$ cat src/sv/sitrc_pkg.sv
// Shared types, constants and a helper function for the radix character converter.
`timescale 1ns / 1ps

package sitrc_pkg;

  localparam int VALUE_BITS_DEF = 32;
  localparam int MAX_RADIX_DEF  = 16;

  localparam int CHAR_BITS     = 8;
  localparam int DIGIT_BITS    = 4;
  localparam int RADIX_BITS    = 5;
  localparam int ALPHA_BITS    = 64;
  localparam int CFG_IDX_BITS  = 2;
  localparam int CHUNK_BITS    = 8;
  localparam int QUEUE_DEPTH   = 2;

  localparam logic [CHAR_BITS-1:0]  MINUS_CHAR      = 8'h2D;
  localparam logic [RADIX_BITS-1:0] RADIX_MIN       = 5'd2;
  localparam logic [RADIX_BITS-1:0] RADIX_RST       = 5'd10;
  localparam logic [ALPHA_BITS-1:0] ALPHA_LOW_RST   = 64'h3736353433323130;
  localparam logic [ALPHA_BITS-1:0] ALPHA_HIGH_RST  = 64'h0;

  typedef enum logic [CFG_IDX_BITS-1:0] {
    REG_RADIX      = 2'd0,
    REG_ALPHA_LOW  = 2'd1,
    REG_ALPHA_HIGH = 2'd2
  } cfg_reg_t;

  typedef enum logic [2:0] {
    B_IDLE,
    B_DIV,
    B_SIGN,
    B_RD,
    B_WR
  } back_state_t;

  // Look up the symbol byte of one digit in the 16-entry alphabet.
  function automatic logic [CHAR_BITS-1:0] symbol_of(
    input logic [2*ALPHA_BITS-1:0] alpha,
    input logic [DIGIT_BITS-1:0]   digit
  );
    return alpha[digit*CHAR_BITS +: CHAR_BITS];
  endfunction

endpackage

$ cat src/sv/sitrc_ram.sv
// Generic single-write, single-read RAM with registered read data.
`timescale 1ns / 1ps

module sitrc_ram #(
  parameter int WIDTH = 4,
  parameter int DEPTH = 32
) (
  input  logic                     clk,
  input  logic                     we,
  input  logic [$clog2(DEPTH)-1:0] waddr,
  input  logic [WIDTH-1:0]         wdata,
  input  logic                     re,
  input  logic [$clog2(DEPTH)-1:0] raddr,
  output logic [WIDTH-1:0]         rdata
);

  logic [WIDTH-1:0] mem [DEPTH];
  logic [WIDTH-1:0] rdata_r;

  always_ff @(posedge clk) begin
    if (we) begin
      mem[waddr] <= wdata;
    end
    if (re) begin
      rdata_r <= mem[raddr];
    end
  end

  assign rdata = rdata_r;

endmodule

$ cat src/sv/sitrc_front.sv
// Input stage: accept a value, split it into sign and magnitude, register the result.
`timescale 1ns / 1ps

module sitrc_front
  import sitrc_pkg::*;
#(
  parameter int VALUE_BITS = VALUE_BITS_DEF
) (
  input  logic                  clk,
  input  logic                  rst_n,
  input  logic                  in_push,
  output logic                  in_full,
  input  logic [VALUE_BITS-1:0] in_value,
  output logic                  fr_valid,
  input  logic                  fr_take,
  output logic [VALUE_BITS:0]   fr_data
);

  logic                  valid_r, valid_nxt;
  logic [VALUE_BITS:0]   data_r;
  logic                  neg;
  logic [VALUE_BITS-1:0] mag;
  logic                  accept;

  // Unsigned magnitude: the most negative value wraps to 2^(VALUE_BITS-1).
  assign neg = in_value[VALUE_BITS-1];
  assign mag = neg ? (~in_value + VALUE_BITS'(1)) : in_value;

  assign in_full   = valid_r && !fr_take;
  assign accept    = in_push && !in_full;
  assign valid_nxt = accept || (valid_r && !fr_take);

  always_ff @(posedge clk) begin
    if (!rst_n) begin
      valid_r <= 1'b0;
    end else begin
      valid_r <= valid_nxt;
    end
    if (accept) begin
      data_r <= {neg, mag};
    end
  end

  assign fr_valid = valid_r;
  assign fr_data  = data_r;

endmodule

$ cat src/sv/sitrc_queue.sv
// Short FIFO between the input stage and the conversion engine.
`timescale 1ns / 1ps

module sitrc_queue
  import sitrc_pkg::*;
#(
  parameter int WIDTH = VALUE_BITS_DEF + 1
) (
  input  logic             clk,
  input  logic             rst_n,
  input  logic             push,
  output logic             full,
  input  logic [WIDTH-1:0] wdata,
  input  logic             pop,
  output logic             empty,
  output logic [WIDTH-1:0] rdata
);

  localparam int PW = (QUEUE_DEPTH > 1) ? $clog2(QUEUE_DEPTH) : 1;
  localparam int CW = $clog2(QUEUE_DEPTH + 1);

  logic [WIDTH-1:0] slot_r [QUEUE_DEPTH];
  logic [PW-1:0]    wptr_r, wptr_nxt, rptr_r, rptr_nxt;
  logic [CW-1:0]    cnt_r, cnt_nxt;
  logic             do_push, do_pop;

  assign full    = (cnt_r == CW'(QUEUE_DEPTH));
  assign empty   = (cnt_r == '0);
  assign do_push = push && !full;
  assign do_pop  = pop && !empty;
  assign rdata   = slot_r[rptr_r];

  always_comb begin
    wptr_nxt = wptr_r;
    rptr_nxt = rptr_r;
    cnt_nxt  = cnt_r;
    if (do_push) begin
      wptr_nxt = (wptr_r == PW'(QUEUE_DEPTH - 1)) ? '0 : wptr_r + PW'(1);
    end
    if (do_pop) begin
      rptr_nxt = (rptr_r == PW'(QUEUE_DEPTH - 1)) ? '0 : rptr_r + PW'(1);
    end
    if (do_push && !do_pop) begin
      cnt_nxt = cnt_r + CW'(1);
    end else if (do_pop && !do_push) begin
      cnt_nxt = cnt_r - CW'(1);
    end
  end

  always_ff @(posedge clk) begin
    if (!rst_n) begin
      wptr_r <= '0;
      rptr_r <= '0;
      cnt_r  <= '0;
    end else begin
      wptr_r <= wptr_nxt;
      rptr_r <= rptr_nxt;
      cnt_r  <= cnt_nxt;
    end
    if (do_push) begin
      slot_r[wptr_r] <= wdata;
    end
  end

endmodule

$ cat src/sv/sitrc_back.sv
// Conversion engine: digit-by-digit division by the radix, then character emission.
`timescale 1ns / 1ps

module sitrc_back
  import sitrc_pkg::*;
#(
  parameter int VALUE_BITS = VALUE_BITS_DEF
) (
  input  logic                     clk,
  input  logic                     rst_n,
  input  logic                     q_empty,
  input  logic [VALUE_BITS:0]      q_data,
  output logic                     q_pop,
  input  logic [RADIX_BITS-1:0]    radix,
  input  logic [2*ALPHA_BITS-1:0]  alphabet,
  input  logic                     out_pop,
  output logic                     out_empty,
  output logic [CHAR_BITS-1:0]     out_char_out,
  output logic                     out_last
);

  localparam int NCHUNK = (VALUE_BITS + CHUNK_BITS - 1) / CHUNK_BITS;
  localparam int PW     = NCHUNK * CHUNK_BITS;
  localparam int KW     = (NCHUNK > 1) ? $clog2(NCHUNK) : 1;
  localparam int NW     = $clog2(VALUE_BITS + 1);
  localparam int AW     = $clog2(VALUE_BITS);

  back_state_t            state_r, state_nxt;
  logic [PW-1:0]          work_r, work_nxt;
  logic [DIGIT_BITS-1:0]  rem_r, rem_nxt;
  logic [KW-1:0]          chunk_r, chunk_nxt;
  logic [NW-1:0]          cnt_r, cnt_nxt;
  logic                   neg_r, neg_nxt;
  logic                   ovalid_r, ovalid_nxt;
  logic [CHAR_BITS-1:0]   ochar_r, ochar_nxt;
  logic                   olast_r, olast_nxt;

  logic                   slot_free;
  logic                   last_chunk;
  logic [CHUNK_BITS-1:0]  qbits;
  logic [DIGIT_BITS-1:0]  rem_step;
  logic [PW-1:0]          quot;
  logic                   quot_zero;
  logic                   ram_we, ram_re;
  logic [AW-1:0]          ram_raddr;
  logic [NW-1:0]          cnt_dec;
  logic [DIGIT_BITS-1:0]  ram_rdata;

  // One chunk of restoring division: eight remainder steps on narrow values.
  always_comb begin
    logic [DIGIT_BITS-1:0] rem;
    logic [DIGIT_BITS:0]   t;
    rem   = rem_r;
    qbits = '0;
    for (int i = 0; i < CHUNK_BITS; i++) begin
      t = {rem, work_r[PW-1-i]};
      if (t >= radix) begin
        qbits[CHUNK_BITS-1-i] = 1'b1;
        rem = DIGIT_BITS'(t - radix);
      end else begin
        rem = t[DIGIT_BITS-1:0];
      end
    end
    rem_step = rem;
  end

  assign quot       = (work_r << CHUNK_BITS) | PW'(qbits);
  assign quot_zero  = (quot == '0);
  assign last_chunk = (chunk_r == KW'(NCHUNK - 1));
  assign slot_free  = !ovalid_r || out_pop;
  assign cnt_dec    = cnt_r - NW'(1);
  assign ram_raddr  = cnt_dec[AW-1:0];

  // Next state.
  always_comb begin
    state_nxt = state_r;
    case (state_r)
      B_IDLE: begin
        if (!q_empty) state_nxt = B_DIV;
      end
      B_DIV: begin
        if (last_chunk && quot_zero) state_nxt = neg_r ? B_SIGN : B_RD;
      end
      B_SIGN: begin
        if (slot_free) state_nxt = B_RD;
      end
      B_RD: begin
        state_nxt = B_WR;
      end
      B_WR: begin
        if (slot_free) state_nxt = (cnt_r == NW'(1)) ? B_IDLE : B_RD;
      end
      default: state_nxt = B_IDLE;
    endcase
  end

  // Datapath and output controls.
  always_comb begin
    work_nxt   = work_r;
    rem_nxt    = rem_r;
    chunk_nxt  = chunk_r;
    cnt_nxt    = cnt_r;
    neg_nxt    = neg_r;
    ochar_nxt  = ochar_r;
    olast_nxt  = olast_r;
    ovalid_nxt = ovalid_r && !out_pop;
    q_pop      = 1'b0;
    ram_we     = 1'b0;
    ram_re     = 1'b0;
    case (state_r)
      B_IDLE: begin
        if (!q_empty) begin
          q_pop     = 1'b1;
          neg_nxt   = q_data[VALUE_BITS];
          work_nxt  = PW'(q_data[VALUE_BITS-1:0]);
          rem_nxt   = '0;
          chunk_nxt = '0;
          cnt_nxt   = '0;
        end
      end
      B_DIV: begin
        work_nxt = quot;
        if (last_chunk) begin
          ram_we    = 1'b1;
          cnt_nxt   = cnt_r + NW'(1);
          rem_nxt   = '0;
          chunk_nxt = '0;
        end else begin
          rem_nxt   = rem_step;
          chunk_nxt = chunk_r + KW'(1);
        end
      end
      B_SIGN: begin
        if (slot_free) begin
          ovalid_nxt = 1'b1;
          ochar_nxt  = MINUS_CHAR;
          olast_nxt  = 1'b0;
        end
      end
      B_RD: begin
        ram_re = 1'b1;
      end
      B_WR: begin
        if (slot_free) begin
          ovalid_nxt = 1'b1;
          ochar_nxt  = symbol_of(alphabet, ram_rdata);
          olast_nxt  = (cnt_r == NW'(1));
          cnt_nxt    = cnt_dec;
        end
      end
      default: begin
      end
    endcase
  end

  always_ff @(posedge clk) begin
    if (!rst_n) begin
      state_r  <= B_IDLE;
      chunk_r  <= '0;
      cnt_r    <= '0;
      ovalid_r <= 1'b0;
    end else begin
      state_r  <= state_nxt;
      chunk_r  <= chunk_nxt;
      cnt_r    <= cnt_nxt;
      ovalid_r <= ovalid_nxt;
    end
    work_r  <= work_nxt;
    rem_r   <= rem_nxt;
    neg_r   <= neg_nxt;
    ochar_r <= ochar_nxt;
    olast_r <= olast_nxt;
  end

  sitrc_ram #(
    .WIDTH (DIGIT_BITS),
    .DEPTH (VALUE_BITS)
  ) u_digits (
    .clk   (clk),
    .we    (ram_we),
    .waddr (cnt_r[AW-1:0]),
    .wdata (rem_step),
    .re    (ram_re),
    .raddr (ram_raddr),
    .rdata (ram_rdata)
  );

  assign out_empty    = !ovalid_r;
  assign out_char_out = ochar_r;
  assign out_last     = olast_r;

endmodule

$ cat src/sv/signed_int_to_radix_chars_core.sv
// Top level of the signed integer to radix text converter.
`timescale 1ns / 1ps

// Converts each signed VALUE_BITS-wide integer into its text form in the
// configured radix, one character byte per output transaction, most
// significant digit first, with a leading '-' for negative values and
// out_last set on the final character. The radix register saturates to the
// range 2..MAX_RADIX; digit symbols come from the two alphabet registers.
// The division engine produces each digit in ceil(VALUE_BITS/8) chunks
// (eight restoring steps per cycle against the radix), and each
// character is then fetched from the digit RAM (B_RD) and loaded into
// the output register (B_WR), which waits while the output register stays full.
// A minus sign, if any, is loaded into the output register first.
// A two-entry queue and the input register let up to three further
// numbers be accepted while one is converted.
// Configuration writes are always ready and must be made while idle.

module signed_int_to_radix_chars_core
  import sitrc_pkg::*;
#(
  parameter int MAX_RADIX  = MAX_RADIX_DEF,
  parameter int VALUE_BITS = VALUE_BITS_DEF
) (
  input  logic                    clk,
  input  logic                    rst_n,
  // input channel
  input  logic                    in_push,
  output logic                    in_full,
  input  logic [VALUE_BITS-1:0]   in_value,
  // result channel
  input  logic                    out_pop,
  output logic                    out_empty,
  output logic [CHAR_BITS-1:0]    out_char_out,
  output logic                    out_last,
  // configuration write channel
  input  logic                    cfg_valid,
  output logic                    cfg_ready,
  input  logic [CFG_IDX_BITS-1:0] cfg_index,
  input  logic [ALPHA_BITS-1:0]   cfg_data
);

  logic [RADIX_BITS-1:0] radix_r;
  logic [ALPHA_BITS-1:0] alpha_low_r;
  logic [ALPHA_BITS-1:0] alpha_high_r;
  logic [RADIX_BITS-1:0] radix_eff;
  logic                  cfg_write;

  logic                  fr_valid;
  logic                  fr_take;
  logic [VALUE_BITS:0]   fr_data;
  logic                  q_full;
  logic                  q_empty;
  logic                  q_pop;
  logic [VALUE_BITS:0]   q_data;

  // Register file: always ready, writes to unlisted indexes are dropped.
  assign cfg_ready = 1'b1;
  assign cfg_write = cfg_valid && cfg_ready;

  always_ff @(posedge clk) begin
    if (!rst_n) begin
      radix_r      <= RADIX_RST;
      alpha_low_r  <= ALPHA_LOW_RST;
      alpha_high_r <= ALPHA_HIGH_RST;
    end else if (cfg_write) begin
      case (cfg_index)
        REG_RADIX:      radix_r      <= cfg_data[RADIX_BITS-1:0];
        REG_ALPHA_LOW:  alpha_low_r  <= cfg_data;
        REG_ALPHA_HIGH: alpha_high_r <= cfg_data;
        default: begin
        end
      endcase
    end
  end

  // Saturate the radix into the supported range.
  always_comb begin
    radix_eff = radix_r;
    if (radix_r < RADIX_MIN) begin
      radix_eff = RADIX_MIN;
    end else if (radix_r > RADIX_BITS'(MAX_RADIX)) begin
      radix_eff = RADIX_BITS'(MAX_RADIX);
    end
  end

  // Front: capture and split sign from magnitude.
  sitrc_front #(
    .VALUE_BITS (VALUE_BITS)
  ) u_front (
    .clk      (clk),
    .rst_n    (rst_n),
    .in_push  (in_push),
    .in_full  (in_full),
    .in_value (in_value),
    .fr_valid (fr_valid),
    .fr_take  (fr_take),
    .fr_data  (fr_data)
  );

  // Advance the front register into the queue whenever there is room.
  assign fr_take = fr_valid && !q_full;

  sitrc_queue #(
    .WIDTH (VALUE_BITS + 1)
  ) u_queue (
    .clk   (clk),
    .rst_n (rst_n),
    .push  (fr_take),
    .full  (q_full),
    .wdata (fr_data),
    .pop   (q_pop),
    .empty (q_empty),
    .rdata (q_data)
  );

  // Back: divide into digits, then emit sign and symbols.
  sitrc_back #(
    .VALUE_BITS (VALUE_BITS)
  ) u_back (
    .clk          (clk),
    .rst_n        (rst_n),
    .q_empty      (q_empty),
    .q_data       (q_data),
    .q_pop        (q_pop),
    .radix        (radix_eff),
    .alphabet     ({alpha_high_r, alpha_low_r}),
    .out_pop      (out_pop),
    .out_empty    (out_empty),
    .out_char_out (out_char_out),
    .out_last     (out_last)
  );

endmodule

$ cat config.mk
export PLATFORM = sky130hd
export DESIGN_NAME = signed_int_to_radix_chars_core
export DESIGN_NICKNAME = d
export VERILOG_FILES = /design/src/sv/sitrc_pkg.sv /design/src/sv/sitrc_ram.sv /design/src/sv/sitrc_front.sv /design/src/sv/sitrc_queue.sv /design/src/sv/sitrc_back.sv /design/src/sv/signed_int_to_radix_chars_core.sv
export SDC_FILE = /design/constraint.sdc
export NUM_CORES = 1
export LEC_CHECK = 0
export BUFFER_PORTS_ARGS = -buffer_cell sky130_fd_sc_hd__buf_2
export CORE_UTILIZATION = 61
export DETAILED_ROUTE_END_ITERATION = 10
export HOLD_SLACK_MARGIN = 0.08
export PLACE_DENSITY = 0.79
export SLEW_MARGIN = 20
export SYNTH_ARGS = -nofsm -noshare
export SYNTH_HDL_FRONTEND = slang
export SYNTH_SLANG_ARGS = --single-unit
$ cat constraint.sdc
create_clock -name clk -period 15.5 [get_ports clk]
set_input_delay 3.875 -clock clk [delete_from_list [all_inputs] [get_ports clk]]
set_output_delay 3.875 -clock clk [all_outputs]
set_load 0.05 [all_outputs]
==> metrics, run 1 <==
Post-Synthesis Cells ~1600; H-tree lvl count 2; CTS tree built; Max Slew Vio Count 0; most common cell after layout, fill and taps aside nand2_1; Row Count 65; die height approximately 180 um; Ports roughly 120; WL per Instance approximately 19 um; initial antenna violation count 3; Clock Skew 23.5 ps; CP max FO 33; Worst setup startpoint radix_r[4]$_SDFFE_PN0P_; Post-CTS Setup Bufs 0; Worst-Skew Late Latency roughly 550 ps; Worst R2R End u_back.rem_r[1]$_SDFFCE_PP0P_; Placeable Area 31600 um2; area of the multi-input gates around 7900 um2; Final Hold Fails 0; post-synthesis sequential area ratio ~58%; Post-DRT Antenna Nets 0; Die X roughly 180 um; IO Port Bufs about 110; Hold Buf Count CTS 0; largest net degree at the start of global routing between 90 and 100; Pre-antenna DRT Iters 5; crit path kind flip-flop to flip-flop; hold path start u_front.fr_data[17]$_DFFE_PP_; Yosys reg bits about 430; Synth Warn # 0; iteration-0 DRC count of the detailed router 1016; Syn Nets roughly 1800; mapped cell area 19700 um2; worst relative slew slack between 20% and 30%; DR DRC count 0; via/cell ratio 5.92; Hold Path Class flip-flop to flip-flop; Worst Max-Slew Pin Slew roughly 1100 ps; ANT cells 0; EDFF count, synth 277; Distinct cells, synth 64; fmax between 70 and 80 MHz; global route overflow 0; most frequent cells in the layout nand2_1 (335), edfxtp_1 (277), dfxtp_1 (149); most used cell, CP ha_1; worst path required time about 16000 ps; CTS Sinks between 400 and 500; Reg2Reg Depth between 40 and 50; CP Launch Type flip-flop; status completed; Post-Route WL 39900 um; number of buffers created by CTS between 40 and 50; CTS resizes 0; die area 33000 um2; CP endpoint u_back.rem_r[1]$_SDFFCE_PP0P_; Worst path slowest cell o21ai_1; Tmin final approximately 13000 ps; layout cells sized above 1 around 18%; fillers about 2200; Nets around 1900; Initial Utilization 62.2%; Crit path arrival time approximately 14000 ps; reg2reg setup slack between 2000 and 2500 ps; placer's final routability congestion estimate about 0.83; RSZ-0062 raised after global routing false; CP Capture Type flip-flop; final worst-path cycle share between 80 and 90%; GRT Overall Usage 24.9%; CTS Root Buffer Type clkbuf_16; Mean Syn Cell Area about 12 um2; hpwl dp 26500 um; FF+latch area ~11000 um2; # setup viols final 0; Async SR Flop Fraction 0%; reg2reg start radix_r[4]$_SDFFE_PN0P_; routed vias around 13000; vias in the first global route 12600; maximum clock insertion buffer count 3; clock slew seen by the registers of the worst setup and hold paths 70 ps; Syn-to-layout area delta 11.4%; first-pass GRT wire length between 60000 and 70000 um; setup_tns 0 ps; Max-Cap Viols 0; Worst path max stage delay about 620 ps; Post-synth top flop edfxtp_1
-- per-stage QoR --
step	cell area, um2	hold slack (ps)	setup WS (ps)	cells	util [%]
2_1_floorplan	19700	421	3340	1611	-
3_3_place_gp	20600	424	1990	2054	65.0
3_5_place_dp	20600	431	1600	2054	65.0
4_1_cts	21900	438	1540	2131	69.3
5_1_grt	21900	440	795	2131	69.3
6_report	21900	437	2040	2131	69.3
-- critical path: cells and delay by family (launching register included) --
| kind | cells | cell delay, ps |
|---|---|---|
| DFF | 1 | 300 |
| muxes | 7 | 3080 |
| buffers and inverters | 5 | 790 |
| and+or+nand+nor | 5 | 1050 |
| AOI/OAI and AO/OA | 22 | 5420 |
| adders and majority gates | 8 | 2550 |
-- cell type report --
class                           instances  share of cell area (%)
Sequential cell                       428                    51.7
Multi-Input combinational cell       1052                    35.9
Clock buffer                           60                    5.54
Timing Repair Buffer                  132                    3.24
Tap cell                              402                    2.29
Inverter                               40                   0.685
Clock inverter                         17                   0.628
-- layer usage --
metal	part of all wire, %	routed length [um]	global-route usage (%)
met5	0.085	34	0
met4	2.3	938	8.20
met3	6.0	2380	4.17
met2	49	19600	41.9
met1	42	17000	33.0
-- worst min path at each step --
stage	endpoint	slack, ps	cells after the start
6_report	u_queue.slot_r[0][17]$_DFFE_PP_	440	0
3_5_place_dp	u_queue.slot_r[0][17]$_DFFE_PP_	430	0
5_1_grt	u_queue.slot_r[0][17]$_DFFE_PP_	440	0
2_1_floorplan	u_queue.slot_r[0][0]$_DFFE_PP_	420	0
3_3_place_gp	u_queue.slot_r[0][25]$_DFFE_PP_	420	0
4_1_cts	u_queue.slot_r[0][17]$_DFFE_PP_	440	0
-- cells in the mapped netlist, drive strengths merged (3+ instances only) --
cell,n,area share (%)
xnor2,43,1.9
nand2,335,6.4
or3,7,0.27
clkbuf,76,1.4
nand3b,5,0.19
o31ai,11,0.56
o311a,3,0.15
buf,15,0.34
mux2i,44,2.2
or2,3,0.095
a21oi,33,0.84
nor3b,6,0.23
and2,11,0.35
edfxtp,277,42
nor2b,14,0.45
mux4,80,9.2
o32ai,3,0.13
xor2,10,0.45
a31oi,8,0.25
o21ai,68,1.7
nand3,37,0.94
mux2,15,0.86
o21a,6,0.23
a211oi,3,0.11
or4,6,0.23
nor4,6,0.25
a21o,14,0.53
or3b,3,0.15
dfxtp,151,15
o211ai,3,0.11
a21boi,105,4.0
fa,8,0.81
nand2b,19,0.60
inv,40,0.76
o41ai,4,0.18
nor3,11,0.28
nor2,56,1.1
and3,5,0.16
ha,47,3.0
-- kinds of logic after synthesis --
logic type               count (synthesis)  synth area share, %
AND/OR/NAND/NOR                        530                 11.9
flip-flops                             428                 57.6
AO/OA/AOI/OAI                          274                 9.42
multiplexers                           139                 12.3
buffers and inverters                  131                 2.56
adder cells (fa/ha/maj)                 55                 3.80
XOR/XNOR                                53                 2.36
other                                    1               0.0191
-- flip-flops by register name, summed over array words and instances (netlist names), named ones only --
register	count
u_back.u_digits.rdata	4
u_back.work_r	32
u_back.neg_r	1
u_queue.wptr_r	1
u_front.fr_valid	1
u_back.ovalid_r	1
u_back.out_last	1
u_back.chunk_r	2
u_queue.cnt_r	2
u_back.state_r	3
alpha_high_r	64
alpha_low_r	64
u_back.rem_r	4
radix_r	5
u_back.cnt_r	6
u_front.fr_data	33
u_queue.rptr_r	1
u_back.u_digits.mem	128
u_queue.slot_r	66
u_back.out_char_out	8
Power of run 1 is not shown: default switching activity piles up to over one toggle a cycle in this logic, so the estimate is an artifact.
==> run 2: changes to the inputs <==
--- a/config.mk
+++ b/config.mk
@@ -6,10 +6,12 @@
 export NUM_CORES = 1
 export LEC_CHECK = 0
 export BUFFER_PORTS_ARGS = -buffer_cell sky130_fd_sc_hd__buf_2
-export CORE_UTILIZATION = 61
+export CORE_UTILIZATION = 30
+export CTS_CLUSTER_SIZE = 24
 export DETAILED_ROUTE_END_ITERATION = 10
 export HOLD_SLACK_MARGIN = 0.08
-export PLACE_DENSITY = 0.79
+export PLACE_DENSITY = 0.44
+export SKIP_LAST_GASP = 1
 export SLEW_MARGIN = 20
 export SYNTH_ARGS = -nofsm -noshare
 export SYNTH_HDL_FRONTEND = slang
==> metrics, run 2 (synthesis results as in run 1) <==
DR DRC count 0 (unchanged); number of buffers created by CTS 49 (was 42); Post-Route WL 46300 um (was 39900 um); Max-Cap Viols 0 (unchanged); CP Launch Type flip-flop (unchanged); Clock Skew 27.5 ps (was 23.5 ps); most frequent cells in the layout nand2_1 (335), edfxtp_1 (277), dfxtp_1 (149) (unchanged); Hold Path Class flip-flop to flip-flop (unchanged); via/cell ratio 4.75 (was 5.92); clock slew seen by the registers of the worst setup and hold paths 60 ps (was 70 ps); fillers 6401 (was 2157); first-pass GRT wire length 73000 um (was 64800 um); setup_tns 0 ps (unchanged); CP max FO 33 (unchanged); DR WL met3 1860 um (was 2380 um); final worst-path cycle share 86.7% (was 86.9%); Max Slew Vio Count 0 (unchanged); H-tree lvl count 2 (unchanged); placer's final routability congestion estimate 0.748 (was 0.835); Worst-Skew Late Latency 600 ps (was 550 ps); Inst Count DP 2508 (was 2054); Final Hold Fails 0 (unchanged); global route overflow 0 (unchanged); WL met1 21600 um (was 17000 um); met2 wire length 21900 um (was 19600 um); Final WS setup 2060 ps (was 2040 ps); non-filler cells, final 2601 (was 2131); CTS Sinks 428 (unchanged); iteration-0 DRC count of the detailed router 698 (was 1016); Nets 1862 (was 1854); Worst path slowest cell o21ai_1 (unchanged); Syn-to-layout area delta 15.5% (was 11.4%); layout cells sized above 1 18.3% (was 17.8%); hold path start u_front.fr_data[31]$_SDFFCE_PN0P_ (was u_front.fr_data[17]$_DFFE_PP_); Hold Buf Count CTS 0 (unchanged); vias in the first global route 12600 (about the same); CTS tree built (unchanged); initial antenna violation count 1 (was 3); Initial Utilization 30.5% (was 62.2%); maximum clock insertion buffer count 3 (unchanged); Post-CTS Setup Bufs 0 (unchanged); Post-DRT Antenna Nets 0 (unchanged); final core utilization 35.2% (was 69.3%); crit path kind flip-flop to flip-flop (unchanged); Crit path arrival time 13760 ps (was 13730 ps); Ports 115 (unchanged); # setup viols final 0 (unchanged); Pre-antenna DRT Iters 5 (unchanged); die area 66600 um2 (was 33000 um2); Die X 258 um (was 182 um); DP Worst Slack 1230 ps (was 1600 ps); Worst Max-Slew Pin Slew 1000 ps (was 1110 ps); reg2reg setup slack 2060 ps (was 2040 ps); most used cell, CP ha_1 (unchanged); Worst setup startpoint radix_r[4]$_SDFFE_PN0P_ (unchanged); hpwl dp 30700 um (was 26500 um); Row Count 93 (was 65); WL per Instance 17.8 um (was 18.7 um); status completed (unchanged); worst relative slew slack 32.9% (was 25.7%); most common cell after layout, fill and taps aside nand2_1 (unchanged); routed vias 12400 (was 12600); IO Port Bufs 113 (unchanged); Highest Signal Layer met5 (unchanged); biggest regs u_back.u_digits.mem x128, u_queue.slot_r x66 (unchanged); largest net degree at the start of global routing 88 (was 99); Tmin final 13440 ps (was 13460 ps); Placeable Area 64600 um2 (was 31600 um2); die height 258 um (was 182 um); GRT Overall Usage 14.0% (was 24.9%); CTS Root Buffer Type clkbuf_16 (unchanged); Largest Register u_back.u_digits.mem (unchanged); reg2reg start radix_r[4]$_SDFFE_PN0P_ (unchanged); Worst path max stage delay 640 ps (was 620 ps); fmax 74.4 MHz (was 74.3 MHz); RSZ-0062 raised after global routing false (unchanged); CP Capture Type flip-flop (unchanged); CTS resizes 0 (unchanged); Largest register FFs 128 (unchanged); worst path required time 15820 ps (was 15770 ps)
==> run 2: cell type report <==
cell class | instances | area [um2] | area share, %
timing repair buffer | 133 | 718 | 3.16
multi-input combinational | 1052 | 7860 | 34.6
clock buffer | 72 | 1390 | 6.13
sequential | 428 | 11300 | 49.9
tap | 855 | 1070 | 4.71
inverter | 40 | 150 | 0.661
antenna | 2 | 5.00 | 0.0220
clock inverter | 19 | 176 | 0.776
==> run 2: critical path: cells and delay by family, from the launching register on <==
| kind | cells | cell delay, ps |
|---|---|---|
| AO/OA/AOI/OAI | 22 | 5460 |
| adder cells (fa/ha/maj) | 8 | 2590 |
| buffers and inverters | 6 | 870 |
| flip-flops | 1 | 300 |
| multiplexers | 6 | 2560 |
| AND/OR/NAND/NOR | 8 | 1400 |
==> run 2: final timing paths <==
path,endpoint,depth (start not counted)
min reg2reg,u_queue.slot_r[0][31]$_DFFE_PP_,0
min,u_queue.slot_r[0][31]$_DFFE_PP_,0
max reg2reg,u_back.rem_r[1]$_SDFFCE_PP0P_,50
max,u_back.rem_r[1]$_SDFFCE_PP0P_,50
==> run 2: stage by stage <==
stage	hold WS, ps	cell area [um2]
after floorplan	421	19700
after global placement	422	21100
after detailed placement	430	21100
after CTS	443	22700
after global routing	448	22700
final	443	22700
==> run 2: per-layer routing <==
| layer | track usage (%) | up-vias |
|---|---|---|
| met2 | 23.2 | 201 |
| met5 | 0 | - |
| met3 | 2.41 | 65 |
| met1 | 19.0 | 6044 |
| li1 | - | 6048 |
| met4 | 3.68 | 2 |
Power of run 2 is left out for the same reason.
==> run 3: changes to the inputs <==
--- a/config.mk
+++ b/config.mk
@@ -5,12 +5,13 @@
 export SDC_FILE = /design/constraint.sdc
 export NUM_CORES = 1
 export LEC_CHECK = 0
+export ABC_AREA = 1
 export BUFFER_PORTS_ARGS = -buffer_cell sky130_fd_sc_hd__buf_2
 export CORE_UTILIZATION = 30
 export CTS_CLUSTER_SIZE = 24
 export DETAILED_ROUTE_END_ITERATION = 10
-export HOLD_SLACK_MARGIN = 0.08
 export PLACE_DENSITY = 0.44
+export SKIP_CTS_REPAIR_TIMING = 1
 export SKIP_LAST_GASP = 1
 export SLEW_MARGIN = 20
 export SYNTH_ARGS = -nofsm -noshare
==> metrics, run 3 <==
final core utilization 34.9% (was 35.2%); # setup viols final 0 (unchanged); Post-DRT Antenna Nets 0 (unchanged); global routing usage on met3 2.68% (was 2.41%); Reg2Reg Depth 62 (was 50); WL per Instance 16.7 um (was 17.8 um); Worst Max-Slew Pin Slew 1100 ps (was 1000 ps); crit path kind flip-flop to flip-flop (unchanged); setup_tns 0 ps (unchanged); CTS tree built (unchanged); Final Hold Fails 0 (unchanged); layout cells sized above 1 11.7% (was 18.3%); reg2reg setup slack 4910 ps (was 2060 ps); Distinct cells, synth 51 (was 64); GR peak layer met2 (unchanged); Clock Skew 29.3 ps (was 27.5 ps); Syn-to-layout area delta 15.0% (was 15.5%); GRT Overall Usage 15.4% (was 14.0%); initial antenna violation count 0 (was 1); CP Capture Type flip-flop (unchanged); Tmin final 10590 ps (was 13440 ps); Die X 260 um (was 258 um); DR DRC count 0 (unchanged); met1 Use GR 21.5% (was 19.0%); final worst-path cycle share 68.3% (was 86.7%); iteration-0 DRC count of the detailed router 1033 (was 698); most used cell, CP nand2_1 (was ha_1); vias in the first global route 14300 (was 12600); delay-heaviest family, CP simple AND/OR/NAND/NOR gates (was compound AO/OA/AOI/OAI gates); largest net degree at the start of global routing 75 (was 88); clock slew seen by the registers of the worst setup and hold paths 60 ps (about the same); most common cell after layout, fill and taps aside nor2_1 (was nand2_1); Largest register FFs 128 (unchanged); main area contributors after synthesis edfxtp_1 (42%), dfxtp_1 (15%), o21ai_0 (7.6%) (was edfxtp_1 (42%), dfxtp_1 (15%), mux4_2 (8.9%)); hpwl dp 34200 um (was 30700 um); Max-Cap Viols 0 (unchanged); H-tree lvl count 2 (unchanged); maximum clock insertion buffer count 3 (unchanged); post-synthesis sequential area ratio 56.8% (was 57.6%); CTS Sinks 428 (unchanged); area of the multi-input gates 7360 um2 (was 7860 um2); status completed (unchanged); die height 260 um (was 258 um); Crit path arrival time 10740 ps (was 13760 ps); hold slack 420 ps (was 443 ps); leading area contributor after synthesis edfxtp_1 (unchanged); CP max FO 32 (was 33); Row Count 94 (was 93); Worst path max stage delay 480 ps (was 640 ps); cell depth of the worst setup path 62 (was 50); Mean Syn Cell Area 9.31 um2 (was 12.2 um2); CTS Root Buffer Type clkbuf_16 (unchanged); GRT met2 Usage 24.2% (was 23.2%); Post-Route WL 52100 um (was 46300 um); worst relative slew slack 26.4% (was 32.9%); Worst path slowest cell o21ai_0 (was o21ai_1); Ports 115 (unchanged); Yosys reg bits 428 (unchanged); Pre-antenna DRT Iters 7 (was 5); RSZ-0062 raised after global routing false (unchanged); Initial Utilization 30.4% (was 30.5%); Synth top cells by count nor2_1 (330), o21ai_0 (305), edfxtp_1 (277) (was nand2_1 (335), edfxtp_1 (277), dfxtp_1 (151)); CP Buf/Inv Count 11 (was 6); fmax 94.4 MHz (was 74.4 MHz); first-pass GRT wire length 81100 um (was 73000 um); Worst-Skew Late Latency 600 ps (about the same); Synth Warn # 0 (unchanged); placer's final routability congestion estimate 0.819 (was 0.748); EDFF count, synth 277 (unchanged); die area 67600 um2 (was 66600 um2); Async SR Flop Fraction 0% (unchanged); Hold Path Class flip-flop to flip-flop (unchanged); via/cell ratio 4.77 (was 4.75); FF+latch area 11300 um2 (about the same); global route overflow 0 (unchanged); number of buffers created by CTS 49 (unchanged); worst path required time 15650 ps (was 15820 ps); routed vias 14900 (was 12400); Yosys top cell area share 41.7% (was 42.3%); most frequent cell after synthesis nor2_1 (was nand2_1); mapped cell area 20000 um2 (was 19700 um2); Hold Crit Depth 1 (was 0); Post-synth top flop edfxtp_1 (unchanged); Largest Register u_back.u_digits.mem (unchanged); CP Launch Type flip-flop (unchanged); Nets 2378 (was 1862); Syn Nets 2303 (was 1769); biggest regs u_back.u_digits.mem x128, u_queue.slot_r x66 (unchanged); IO Port Bufs 113 (unchanged); Post-Synthesis Cells 2145 (was 1611); Max Slew Vio Count 0 (unchanged); Placeable Area 65700 um2 (was 64600 um2); fillers 6697 (was 6401); most frequent cells in the layout nor2_1 (328), o21ai_0 (304), edfxtp_1 (277) (was nand2_1 (335), edfxtp_1 (277), dfxtp_1 (149))
-- run 3: changes by cell type in the layout (fill, tap and decap cells not counted), sizes merged, moves of 31 or more --
cell,change
a21boi,-104
a21oi,+85
inv,+179
mux4,-80
nand2,-59
nand3,+31
nor2,+284
o211ai,+50
o21ai,+280
-- run 3: path summary, 6_finish.rpt --
check,end,start
worst max-delay path,u_back.u_digits.mem[17][1]$_DFFE_PP_,radix_r[4]$_SDFFE_PN0P_
worst min-delay path,flip-flop,u_queue.rptr_r$_SDFFE_PN0P_
worst max register to register,u_back.u_digits.mem[17][1]$_DFFE_PP_,radix_r[4]$_SDFFE_PN0P_
worst min register to register,flip-flop,u_queue.rptr_r$_SDFFE_PN0P_
-- run 3: logic make-up (layout without fill, tap and decap cells) --
family / count (synthesis) / after routing / synth area share, %
xor+xnor: 45 / 45 / 2.11
buf+inv: 326 / 439 / 6.41
compound gates: 558 / 558 / 15.4
other cells: 1 / 2 / 0.0188
simple gates: 715 / 715 / 14.6
fa+ha+maj: 55 / 55 / 3.75
mux: 17 / 17 / 0.859
flops: 428 / 428 / 56.8
-- run 3: through the flow --
stage	cells	setup slack, ps	cell area (um2)
2_1_floorplan	2145	6040	20000
3_3_place_gp	3033	4770	21300
3_5_place_dp	3033	4410	21300
4_1_cts	3122	4370	23000
5_1_grt	3122	3550	23000
6_report	3123	4910	23000
-- run 3: metal layers --
layer / part of all wire (%) / vias to the layer above / wire, um
li1: - / 7470 / -
met1: 48 / 7024 / 25000
met2: 45 / 316 / 23400
met4: 2.1 / 0 / 1120
met3: 5.0 / 77 / 2600
met5: 0 / - / 0
-- run 3: cell type report --
type | count | share of cell area [%]
diodes | 1 | 0.0109
clock buffers | 57 | 5.51
clock inverters | 32 | 1.63
inverters | 217 | 3.55
multi-input cells | 1391 | 32.1
flip-flops and latches | 428 | 49.4
well taps | 864 | 4.71
repair buffers | 133 | 3.13
Power of run 3 is left out for the same reason.
